--- src/sv/pli_pkg.sv ---
package pli_pkg;

	localparam int NODES = 8;
	localparam int FRAC_BITS = 16;

	localparam int DATA_W = 32;
	localparam int NODE_IDX_W = 3;
	localparam int NODES_W = 4;
	localparam int STATUS_W = 2;
	localparam int IDX_W = $clog2(NODES);
	localparam int QUOT_W = FRAC_BITS + 1;
	localparam int STEP_W = $clog2(QUOT_W + 1);
	localparam int PROD_W = QUOT_W + 1 + DATA_W + 1;

	// Command queue between the front and the back; the depth must be a power of two.
	localparam int QDEPTH = 2;
	localparam int QPTR_W = $clog2(QDEPTH);

	localparam int PADDR_W = 3;
	localparam int PDATA_W = 32;
	localparam logic [PADDR_W-1:0] ADDR_NODES = 3'd0;

	localparam logic [NODES_W-1:0] NODES_RESET = 4'd2;
	localparam logic [NODES_W-1:0] NODES_MIN = 4'd2;

	localparam logic KIND_LOAD = 1'b0;
	localparam logic KIND_QUERY = 1'b1;

	localparam logic [STATUS_W-1:0] STAT_INTERP = 2'd0;
	localparam logic [STATUS_W-1:0] STAT_BELOW = 2'd1;
	localparam logic [STATUS_W-1:0] STAT_ABOVE = 2'd2;
	localparam logic [STATUS_W-1:0] STAT_FLAT = 2'd3;

	typedef struct packed {
		logic query;
		logic [IDX_W-1:0] idx;
		logic signed [DATA_W-1:0] x;
		logic signed [DATA_W-1:0] y;
	} cmd_t;

	typedef struct packed {
		logic start;
		logic [DATA_W-1:0] num;
		logic [DATA_W-1:0] den;
	} div_req_t;

	typedef struct packed {
		logic done;
		logic [QUOT_W-1:0] quot;
	} div_rsp_t;

endpackage

--- src/sv/pli_if.sv ---
interface pli_in_if import pli_pkg::*; ();
	logic valid;
	logic ready;
	logic [0:0] kind;
	logic [NODE_IDX_W-1:0] node_index;
	logic signed [DATA_W-1:0] point_x;
	logic signed [DATA_W-1:0] point_y;

	modport source (output valid, kind, node_index, point_x, point_y, input ready);
	modport sink (input valid, kind, node_index, point_x, point_y, output ready);
endinterface

interface pli_out_if import pli_pkg::*; ();
	logic valid;
	logic ready;
	logic signed [DATA_W-1:0] interp_value;
	logic [STATUS_W-1:0] status;

	modport source (output valid, interp_value, status, input ready);
	modport sink (input valid, interp_value, status, output ready);
endinterface

--- src/sv/pli_div.sv ---
module pli_div import pli_pkg::*; (
	input logic clk,
	input logic arst_n,
	input div_req_t req,
	output div_rsp_t rsp
);

	logic [DATA_W:0] rem_q;
	logic [DATA_W-1:0] den_q;
	logic [QUOT_W-1:0] quot_q;
	logic [STEP_W-1:0] step_q;
	logic busy_q;
	logic done_q;
	logic ge;
	logic [DATA_W:0] diff;
	logic [DATA_W:0] rem_next;

	// Restoring division, one quotient bit per cycle. The caller must keep the numerator
	// within the divisor, which this block does not check; the remainder then stays below twice the divisor.
	assign ge = rem_q >= {1'b0, den_q};
	assign diff = rem_q - {1'b0, den_q};
	assign rem_next = ge ? diff : rem_q;

	always_ff @(posedge clk or negedge arst_n) begin
		if (!arst_n) begin
			busy_q <= 1'b0;
			done_q <= 1'b0;
			step_q <= '0;
		end else begin
			done_q <= 1'b0;
			if (req.start) begin
				busy_q <= 1'b1;
				step_q <= STEP_W'(QUOT_W);
			end else if (busy_q) begin
				step_q <= step_q - 1'b1;
				if (step_q == STEP_W'(1)) begin
					busy_q <= 1'b0;
					done_q <= 1'b1;
				end
			end
		end
	end

	always_ff @(posedge clk) begin
		if (req.start) begin
			rem_q <= {1'b0, req.num};
			den_q <= req.den;
			quot_q <= '0;
		end else if (busy_q) begin
			rem_q <= {rem_next[DATA_W-1:0], 1'b0};
			quot_q <= {quot_q[QUOT_W-2:0], ge};
		end
	end

	assign rsp.done = done_q;
	assign rsp.quot = quot_q;

endmodule

--- src/sv/pli_front.sv ---
module pli_front import pli_pkg::*; (
	input logic clk,
	input logic arst_n,
	pli_in_if.sink req,
	output cmd_t cmd,
	output logic cmd_valid,
	input logic cmd_pop
);

	cmd_t fifo_q [QDEPTH];
	logic [QPTR_W-1:0] wr_ptr_q;
	logic [QPTR_W-1:0] rd_ptr_q;
	logic [QPTR_W:0] count_q;
	cmd_t entry;
	logic keep;
	logic push;

	assign req.ready = count_q != (QPTR_W + 1)'(QDEPTH);

	// Loads aimed beyond the table are dropped here and never reach the back.
	always_comb begin
		entry.query = req.kind == KIND_QUERY;
		entry.idx = IDX_W'(req.node_index);
		entry.x = req.point_x;
		entry.y = req.point_y;
		keep = entry.query || (int'(req.node_index) < NODES);
	end

	assign push = req.valid && req.ready && keep;

	always_ff @(posedge clk or negedge arst_n) begin
		if (!arst_n) begin
			wr_ptr_q <= '0;
			rd_ptr_q <= '0;
			count_q <= '0;
		end else begin
			if (push) begin
				wr_ptr_q <= wr_ptr_q + 1'b1;
			end
			if (cmd_pop) begin
				rd_ptr_q <= rd_ptr_q + 1'b1;
			end
			case ({push, cmd_pop})
				2'b10: count_q <= count_q + 1'b1;
				2'b01: count_q <= count_q - 1'b1;
				default: count_q <= count_q;
			endcase
		end
	end

	always_ff @(posedge clk) begin
		if (push) begin
			fifo_q[wr_ptr_q] <= entry;
		end
	end

	assign cmd_valid = count_q != '0;
	assign cmd = fifo_q[rd_ptr_q];

endmodule

--- src/sv/pli_back.sv ---
module pli_back import pli_pkg::*; (
	input logic clk,
	input logic arst_n,
	input cmd_t cmd,
	input logic cmd_valid,
	output logic cmd_pop,
	input logic [NODES_W-1:0] nodes_in_use,
	output div_req_t div_req,
	input div_rsp_t div_rsp,
	pli_out_if.source rsp
);

	localparam logic [2:0] S_IDLE = 3'd0;
	localparam logic [2:0] S_FIRST = 3'd1;
	localparam logic [2:0] S_LAST = 3'd2;
	localparam logic [2:0] S_SRCH = 3'd3;
	localparam logic [2:0] S_LEFT = 3'd4;
	localparam logic [2:0] S_DIV = 3'd5;
	localparam logic [2:0] S_ADD = 3'd6;
	localparam logic [2:0] S_DONE = 3'd7;

	logic [2:0] state_q;
	logic signed [DATA_W-1:0] x_tab_q [NODES];
	logic signed [DATA_W-1:0] y_tab_q [NODES];
	logic [IDX_W-1:0] rd_q;
	logic [IDX_W-1:0] last_q;
	logic signed [DATA_W-1:0] px_q;
	logic signed [DATA_W-1:0] xr_q;
	logic signed [DATA_W-1:0] yr_q;
	logic signed [DATA_W-1:0] yl_q;
	logic signed [DATA_W:0] dy_q;
	logic signed [PROD_W-1:0] prod_q;
	logic signed [DATA_W-1:0] res_q;
	logic [STATUS_W-1:0] stat_q;
	logic out_valid_q;
	logic signed [DATA_W-1:0] out_val_q;
	logic [STATUS_W-1:0] out_stat_q;

	logic signed [DATA_W-1:0] rx;
	logic signed [DATA_W-1:0] ry;
	logic signed [DATA_W:0] dx;
	logic signed [DATA_W:0] num;
	logic dx_pos;
	logic signed [PROD_W-1:0] prod_sh;
	logic [IDX_W-1:0] last_idx;
	logic out_free;
	logic table_wr;

	assign rx = x_tab_q[rd_q];
	assign ry = y_tab_q[rd_q];
	assign dx = {xr_q[DATA_W-1], xr_q} - {rx[DATA_W-1], rx};
	assign num = {px_q[DATA_W-1], px_q} - {rx[DATA_W-1], rx};
	assign dx_pos = !dx[DATA_W] && (dx != '0);
	assign prod_sh = prod_q >>> FRAC_BITS;
	assign out_free = !out_valid_q || rsp.ready;

	// Node counts outside the table's range are pulled back to the nearest legal one.
	always_comb begin
		if (nodes_in_use < NODES_MIN) begin
			last_idx = IDX_W'(1);
		end else if (int'(nodes_in_use) > NODES) begin
			last_idx = IDX_W'(NODES - 1);
		end else begin
			last_idx = IDX_W'(nodes_in_use - 1'b1);
		end
	end

	assign cmd_pop = (state_q == S_IDLE) && cmd_valid;
	assign table_wr = cmd_pop && !cmd.query;

	assign div_req.start = (state_q == S_LEFT) && dx_pos;
	assign div_req.num = num[DATA_W-1:0];
	assign div_req.den = dx[DATA_W-1:0];

	always_ff @(posedge clk or negedge arst_n) begin
		if (!arst_n) begin
			state_q <= S_IDLE;
			out_valid_q <= 1'b0;
		end else begin
			if (state_q == S_DONE && out_free) begin
				out_valid_q <= 1'b1;
			end else if (rsp.ready) begin
				out_valid_q <= 1'b0;
			end
			unique case (state_q)
				S_IDLE: begin
					if (cmd_pop && cmd.query) begin
						state_q <= S_FIRST;
					end
				end
				S_FIRST: begin
					if (px_q <= rx) begin
						state_q <= S_DONE;
					end else begin
						state_q <= S_LAST;
					end
				end
				S_LAST: begin
					if (px_q >= rx) begin
						state_q <= S_DONE;
					end else begin
						state_q <= S_SRCH;
					end
				end
				S_SRCH: begin
					if (px_q <= rx || rd_q == last_q) begin
						state_q <= S_LEFT;
					end
				end
				S_LEFT: begin
					state_q <= dx_pos ? S_DIV : S_DONE;
				end
				S_DIV: begin
					if (div_rsp.done) begin
						state_q <= S_ADD;
					end
				end
				S_ADD: begin
					state_q <= S_DONE;
				end
				S_DONE: begin
					if (out_free) begin
						state_q <= S_IDLE;
					end
				end
				default: state_q <= S_IDLE;
			endcase
		end
	end

	always_ff @(posedge clk) begin
		if (table_wr) begin
			x_tab_q[cmd.idx] <= cmd.x;
			y_tab_q[cmd.idx] <= cmd.y;
		end
	end

	// The search walks the right end of the segment upwards from the second node.
	always_ff @(posedge clk) begin
		unique case (state_q)
			S_IDLE: begin
				if (cmd_pop) begin
					px_q <= cmd.x;
					rd_q <= '0;
					last_q <= last_idx;
				end
			end
			S_FIRST: begin
				res_q <= ry;
				stat_q <= STAT_BELOW;
				rd_q <= last_q;
			end
			S_LAST: begin
				res_q <= ry;
				stat_q <= STAT_ABOVE;
				rd_q <= IDX_W'(1);
			end
			S_SRCH: begin
				if (px_q <= rx || rd_q == last_q) begin
					xr_q <= rx;
					yr_q <= ry;
					rd_q <= rd_q - 1'b1;
				end else begin
					rd_q <= rd_q + 1'b1;
				end
			end
			S_LEFT: begin
				res_q <= ry;
				yl_q <= ry;
				dy_q <= {yr_q[DATA_W-1], yr_q} - {ry[DATA_W-1], ry};
				stat_q <= dx_pos ? STAT_INTERP : STAT_FLAT;
			end
			S_DIV: begin
				if (div_rsp.done) begin
					prod_q <= $signed({1'b0, div_rsp.quot}) * dy_q;
				end
			end
			S_ADD: begin
				res_q <= yl_q + prod_sh[DATA_W-1:0];
			end
			S_DONE: begin
				if (out_free) begin
					out_val_q <= res_q;
					out_stat_q <= stat_q;
				end
			end
			default: begin
				rd_q <= rd_q;
			end
		endcase
	end

	assign rsp.valid = out_valid_q;
	assign rsp.interp_value = out_val_q;
	assign rsp.status = out_stat_q;

endmodule

--- src/sv/piecewise_linear_interpolator.sv ---
// Load words go into the table as the back end pops them; each needs one queue slot on the way in.
// A query ends clamped below at the first node or clamped above at the last node; otherwise the
// node walk finds its segment, which gives the left node's y if its width is not positive and
// else runs the restoring divider, one multiply and one add; output stalls delay the result word.
// Queries pass one at a time: the back end pops its next word in the cycle the result appears.
// Asynchronous active-low reset empties the queue, idles the sequencer and sets nodes_in_use to 2.
module piecewise_linear_interpolator import pli_pkg::*; (
	input logic clk,
	input logic arst_n,
	pli_in_if.sink req,
	pli_out_if.source rsp,
	input logic psel,
	input logic penable,
	input logic pwrite,
	input logic [PADDR_W-1:0] paddr,
	input logic [PDATA_W-1:0] pwdata,
	output logic [PDATA_W-1:0] prdata,
	output logic pready
);

	logic [NODES_W-1:0] nodes_q;
	cmd_t cmd;
	logic cmd_valid;
	logic cmd_pop;
	div_req_t div_req;
	div_rsp_t div_rsp;
	logic sel_nodes;

	assign pready = 1'b1;
	assign sel_nodes = paddr[PADDR_W-1:2] == ADDR_NODES[PADDR_W-1:2];

	always_ff @(posedge clk or negedge arst_n) begin
		if (!arst_n) begin
			nodes_q <= NODES_RESET;
		end else if (psel && penable && pwrite && sel_nodes) begin
			nodes_q <= pwdata[NODES_W-1:0];
		end
	end

	assign prdata = sel_nodes ? PDATA_W'(nodes_q) : '0;

	pli_front u_front (
		.clk(clk),
		.arst_n(arst_n),
		.req(req),
		.cmd(cmd),
		.cmd_valid(cmd_valid),
		.cmd_pop(cmd_pop)
	);

	pli_div u_div (
		.clk(clk),
		.arst_n(arst_n),
		.req(div_req),
		.rsp(div_rsp)
	);

	pli_back u_back (
		.clk(clk),
		.arst_n(arst_n),
		.cmd(cmd),
		.cmd_valid(cmd_valid),
		.cmd_pop(cmd_pop),
		.nodes_in_use(nodes_q),
		.div_req(div_req),
		.div_rsp(div_rsp),
		.rsp(rsp)
	);

endmodule

--- src/flat_wrapper.sv ---
// flat-port wrapper written by rule: the top's interface ports become plain ports
module piecewise_linear_interpolator_flat import pli_pkg::*;
  (clk, arst_n, psel, penable, pwrite, paddr, pwdata, prdata, pready, req_valid, req_kind, req_node_index, req_point_x, req_point_y, req_ready, rsp_valid, rsp_interp_value, rsp_status, rsp_ready);
  pli_in_if req_i ();
  pli_out_if rsp_i ();
  input logic clk;
  input logic arst_n;
  input logic psel;
  input logic penable;
  input logic pwrite;
  input logic [PADDR_W-1:0] paddr;
  input logic [PDATA_W-1:0] pwdata;
  output logic [PDATA_W-1:0] prdata;
  output logic pready;
  input wire logic [$bits(req_i.valid)-1:0] req_valid;
  input wire logic [$bits(req_i.kind)-1:0] req_kind;
  input wire logic [$bits(req_i.node_index)-1:0] req_node_index;
  input wire logic [$bits(req_i.point_x)-1:0] req_point_x;
  input wire logic [$bits(req_i.point_y)-1:0] req_point_y;
  output wire logic [$bits(req_i.ready)-1:0] req_ready;
  output wire logic [$bits(rsp_i.valid)-1:0] rsp_valid;
  output wire logic [$bits(rsp_i.interp_value)-1:0] rsp_interp_value;
  output wire logic [$bits(rsp_i.status)-1:0] rsp_status;
  input wire logic [$bits(rsp_i.ready)-1:0] rsp_ready;
  assign req_i.valid = req_valid;
  assign req_i.kind = req_kind;
  assign req_i.node_index = req_node_index;
  assign req_i.point_x = req_point_x;
  assign req_i.point_y = req_point_y;
  assign req_ready = req_i.ready;
  assign rsp_valid = rsp_i.valid;
  assign rsp_interp_value = rsp_i.interp_value;
  assign rsp_status = rsp_i.status;
  assign rsp_i.ready = rsp_ready;
  piecewise_linear_interpolator u_core (.clk(clk), .arst_n(arst_n), .req(req_i), .rsp(rsp_i), .psel(psel), .penable(penable), .pwrite(pwrite), .paddr(paddr), .pwdata(pwdata), .prdata(prdata), .pready(pready));
endmodule
--- config.mk ---
export PLATFORM = sky130hd
export DESIGN_NAME = piecewise_linear_interpolator_flat
export DESIGN_NICKNAME = d
export VERILOG_FILES = /design/src/sv/pli_pkg.sv /design/src/sv/pli_if.sv /design/src/sv/pli_div.sv /design/src/sv/pli_front.sv /design/src/sv/pli_back.sv /design/src/sv/piecewise_linear_interpolator.sv /design/src/flat_wrapper.sv
export SDC_FILE = /design/constraint.sdc
export NUM_CORES = 2
export LEC_CHECK = 0
export ABC_AREA = 1
export BUFFER_PORTS_ARGS = -buffer_cell sky130_fd_sc_hd__buf_2
export CORE_MARGIN = 2
export CORE_UTILIZATION = 37
export DETAILED_ROUTE_END_ITERATION = 10
export GPL_ROUTABILITY_DRIVEN = 0
export SLEW_MARGIN = 30
export SYNTH_ARGS = -nofsm -noshare
export SYNTH_HDL_FRONTEND = slang
export SYNTH_HIERARCHICAL = 1
export SYNTH_SLANG_ARGS = --single-unit
--- constraint.sdc ---
create_clock -name clk -period 9.9 [get_ports clk]
set_clock_uncertainty 0.05 [all_clocks]
set_input_delay 1.485 -clock clk [delete_from_list [all_inputs] [get_ports clk]]
set_output_delay 1.485 -clock clk [all_outputs]
set_load 0.01 [all_outputs]
==> impl_metrics.ini <==
[logic_synthesis]
avgSynthCellArea_um2 = 9.38
synth_edf_count = 979
ys_types = 60
syn_inst = 7280
synth-seq-cells = 1019
async_flop_share_pct = 1.86
yosys_warnings = 6
synth_ff_type = edfxtp_1
synth_area_mm2 = 0.0683
ys_seq_area_share_pct = 44.4

[detailed_routing]
routed_wl_mm = 174
wire_per_inst_um = 17.6
drcViolationCount = 0
initialDrtViolationCount = 3566
first_pass_iters = 7
vias = 48487
ant_nets = 0
vias_per_cell = 4.92

[worst_setup_path]
worstPathArrival_ns = 7.34
end_kind = flop
cp_top_family = adder cells
start_kind = flop
critPathRequiredTime_ns = 10.28
worst_path_max_delay_cell = dfxtp_1
worstPathCellList = buf_4 -> nand2_1 -> inv_1 -> fa_1 -> fa_1 -> fa_1 -> fa_1 -> fa_1 -> inv_1 -> fa_1 -> inv_1 -> ha_1 -> nand2_1 -> nor2_1 -> inv_1 -> nor3_1 -> inv_1 -> o21ai_1 -> nand2_1 -> nand3_1 -> a21oi_1 -> xnor2_1
critPathCapture = u_core/u_back/prod_q[42]$_DFFE_PP_
crit_top_cell = fa_1
reg2reg_from = u_core/u_div/quot_q[12]$_SDFFE_PP0P_
crit_path_max_fanout = 18
r2r_setup_slack_ns = 2.94
critPathLaunch = u_core/u_div/quot_q[12]$_SDFFE_PP0P_
critical_path_class = flop to flop
path_depth = 22
crit_buf_inv = 6
timing.rr.end = u_core/u_back/prod_q[42]$_DFFE_PP_
rr_worst_depth = 22
slowest_delay_ns = 0.88

[floorplan]
dieWidth_um = 434
start_util_pct = 37.3
core-area_mm2 = 0.183
ioPinCount = 179
die_h_um = 434
die_area_mm2 = 0.188
num_rows = 157

[sta]
tightest_slew_ns = 1.13
slew_violations = 0
rsz0062_at_grt = no
finalHoldViolations = 0
setup_viol = 0
tns_ns = 0
max_slew_margin_pct = 23.9
finalCriticalPeriod_ns = 6.96
period_share_pct = 70.3
fmax_mhz = 144

[grt]
grt_use_total_pct = 18.7
antenna_found_initial = 4
grt_max_degree = 151
grt_pass1_vias = 49210
grt_pass1_wl_mm = 275
gr-total-overflow = 0

[layout]
layout_commonest_cell = inv_1
layout.nets = 8210
area_growth_pct = 9.31
fillCellCount = 17757
drive_above_1_share_pct = 6.43
final_cell_mix = inv_1, nand2_1, edfxtp_1, fa_1, nor2_1

[min_path]
min-delay-path-class = flop to flop

[run]
drv_cap = 0

[clocking]
cts_root_buf = clkbuf_16
cts.clk_slew.worst_paths_ns = 0.06
ctsResizeCount = 0
cts_tree = done
clock_latency_ns = 0.71
htreeDepth = 3
post_cts_buffers = 0
clock_path_buffers = 3
clock_sinks = 1019
numCtsBuffers = 98
cts_hold_buf = 0

[placement]
port_buffers = 119
dp_hpwl_mm = 124

[outcome]
status = completed
flip-flops by register name, summed over array words and instances, names as in the netlist, 2 cells and up, named ones only:
register / cells
u_core/u_back/x_tab_q: 256
u_core/u_back/last_q: 3
u_core/u_back/rsp.status: 2
u_core/nodes_q: 4
u_core/u_div/quot_q: 17
u_core/u_back/state_q: 3
u_core/u_back/dy_q: 33
u_core/u_back/y_tab_q: 256
u_core/u_front/count_q: 2
u_core/u_back/rd_q: 3
u_core/u_back/prod_q: 32
u_core/u_front/fifo_q: 136
u_core/u_div/den_q: 32
u_core/u_back/xr_q: 32
u_core/u_div/step_q: 5
u_core/u_back/rsp.interp_value: 32
u_core/u_back/stat_q: 2
u_core/u_back/px_q: 32
u_core/u_div/rem_q: 33
u_core/u_back/res_q: 32
u_core/u_back/yr_q: 32
u_core/u_back/yl_q: 32
cell families after synthesis:
group,share of synthesized area [%]
fa+ha+maj,20.2
xor+xnor,2.03
simple gates,14.8
buf+inv,10.7
flops,44.4
other cells,0.0110
compound gates,7.90
per-layer routing:
| metal | global-route usage [%] | up-vias | part of all wire (%) |
|---|---|---|---|
| li1 | - | 22976 | - |
| met1 | 25.1 | 23760 | 44 |
| met2 | 31.0 | 1426 | 47 |
| met3 | 2.20 | 325 | 5.3 |
| met4 | 6.96 | 0 | 3.8 |
| met5 | 0 | - | 0 |
metrics by stage:
stage          area, um^2  util [%]  hold WS [ns]  worst slack (ns)  instances
3_3_place_gp        71400      39.0         0.354              3.08       9666
3_5_place_dp        71500      39.0         0.355              3.11       9668
6_report            74600      40.7         0.365              2.94       9853
2_1_floorplan       68400         -         0.350              2.66       7307
4_1_cts             74500      40.7         0.368              3.03       9847
5_1_grt             74600      40.7         0.372              2.63       9852
how the worst min path moves through the flow:
| stage | from | to | slack, ns | cells past startpoint |
|---|---|---|---|---|
| after floorplan | u_core/u_back/res_q[0]$_DFFE_PP_ | u_core/u_back/rsp.interp_value[0]$_DFFE_PP_ | 0.35 | 0 |
| after global placement | u_core/u_back/res_q[17]$_DFFE_PP_ | u_core/u_back/rsp.interp_value[17]$_DFFE_PP_ | 0.35 | 0 |
| after detailed placement | u_core/u_back/res_q[9]$_DFFE_PP_ | u_core/u_back/rsp.interp_value[9]$_DFFE_PP_ | 0.35 | 0 |
| after CTS | u_core/u_back/res_q[15]$_DFFE_PP_ | u_core/u_back/rsp.interp_value[15]$_DFFE_PP_ | 0.37 | 0 |
| after global routing | u_core/u_back/res_q[15]$_DFFE_PP_ | u_core/u_back/rsp.interp_value[15]$_DFFE_PP_ | 0.37 | 0 |
| final | u_core/u_back/res_q[15]$_DFFE_PP_ | u_core/u_back/rsp.interp_value[15]$_DFFE_PP_ | 0.36 | 0 |
synthesized netlist by cell type (all sizes together) (18+ instances only):
master  number  share of area (%)
nand2     1589                8.9
inv       1571                8.6
edfxtp     979                 43
nor2       544                3.1
o21ai      534                3.9
fa         520                 15
ha         273                5.0
a21oi      214                1.6
clkbuf     205                1.1
nand3      158                1.3
o22ai      144                1.3
buf         92               0.87
xor2        85                1.1
xnor2       73               0.94
nand3b      52               0.57
nor3        37               0.29
nand4       34               0.31
dfxtp       21               0.62
o21bai      20               0.22
dfrtp       18               0.66
final cells by class:
| type | count | area, um^2 | area share [%] |
|---|---|---|---|
| Multi-Input combinational cell | 4417 | 30900 | 41.5 |
| Antenna cell | 3 | 7.51 | 0.0101 |
| Sequential cell | 1019 | 30300 | 40.6 |
| Tap cell | 2464 | 3080 | 4.13 |
| Clock buffer | 124 | 2590 | 3.47 |
| Inverter | 1574 | 5920 | 7.93 |
| Timing Repair Buffer | 197 | 1300 | 1.74 |
| Clock inverter | 55 | 487 | 0.652 |
Power is not shown: default switching activity piles up to over one toggle a cycle in this logic, so the estimate is an artifact.
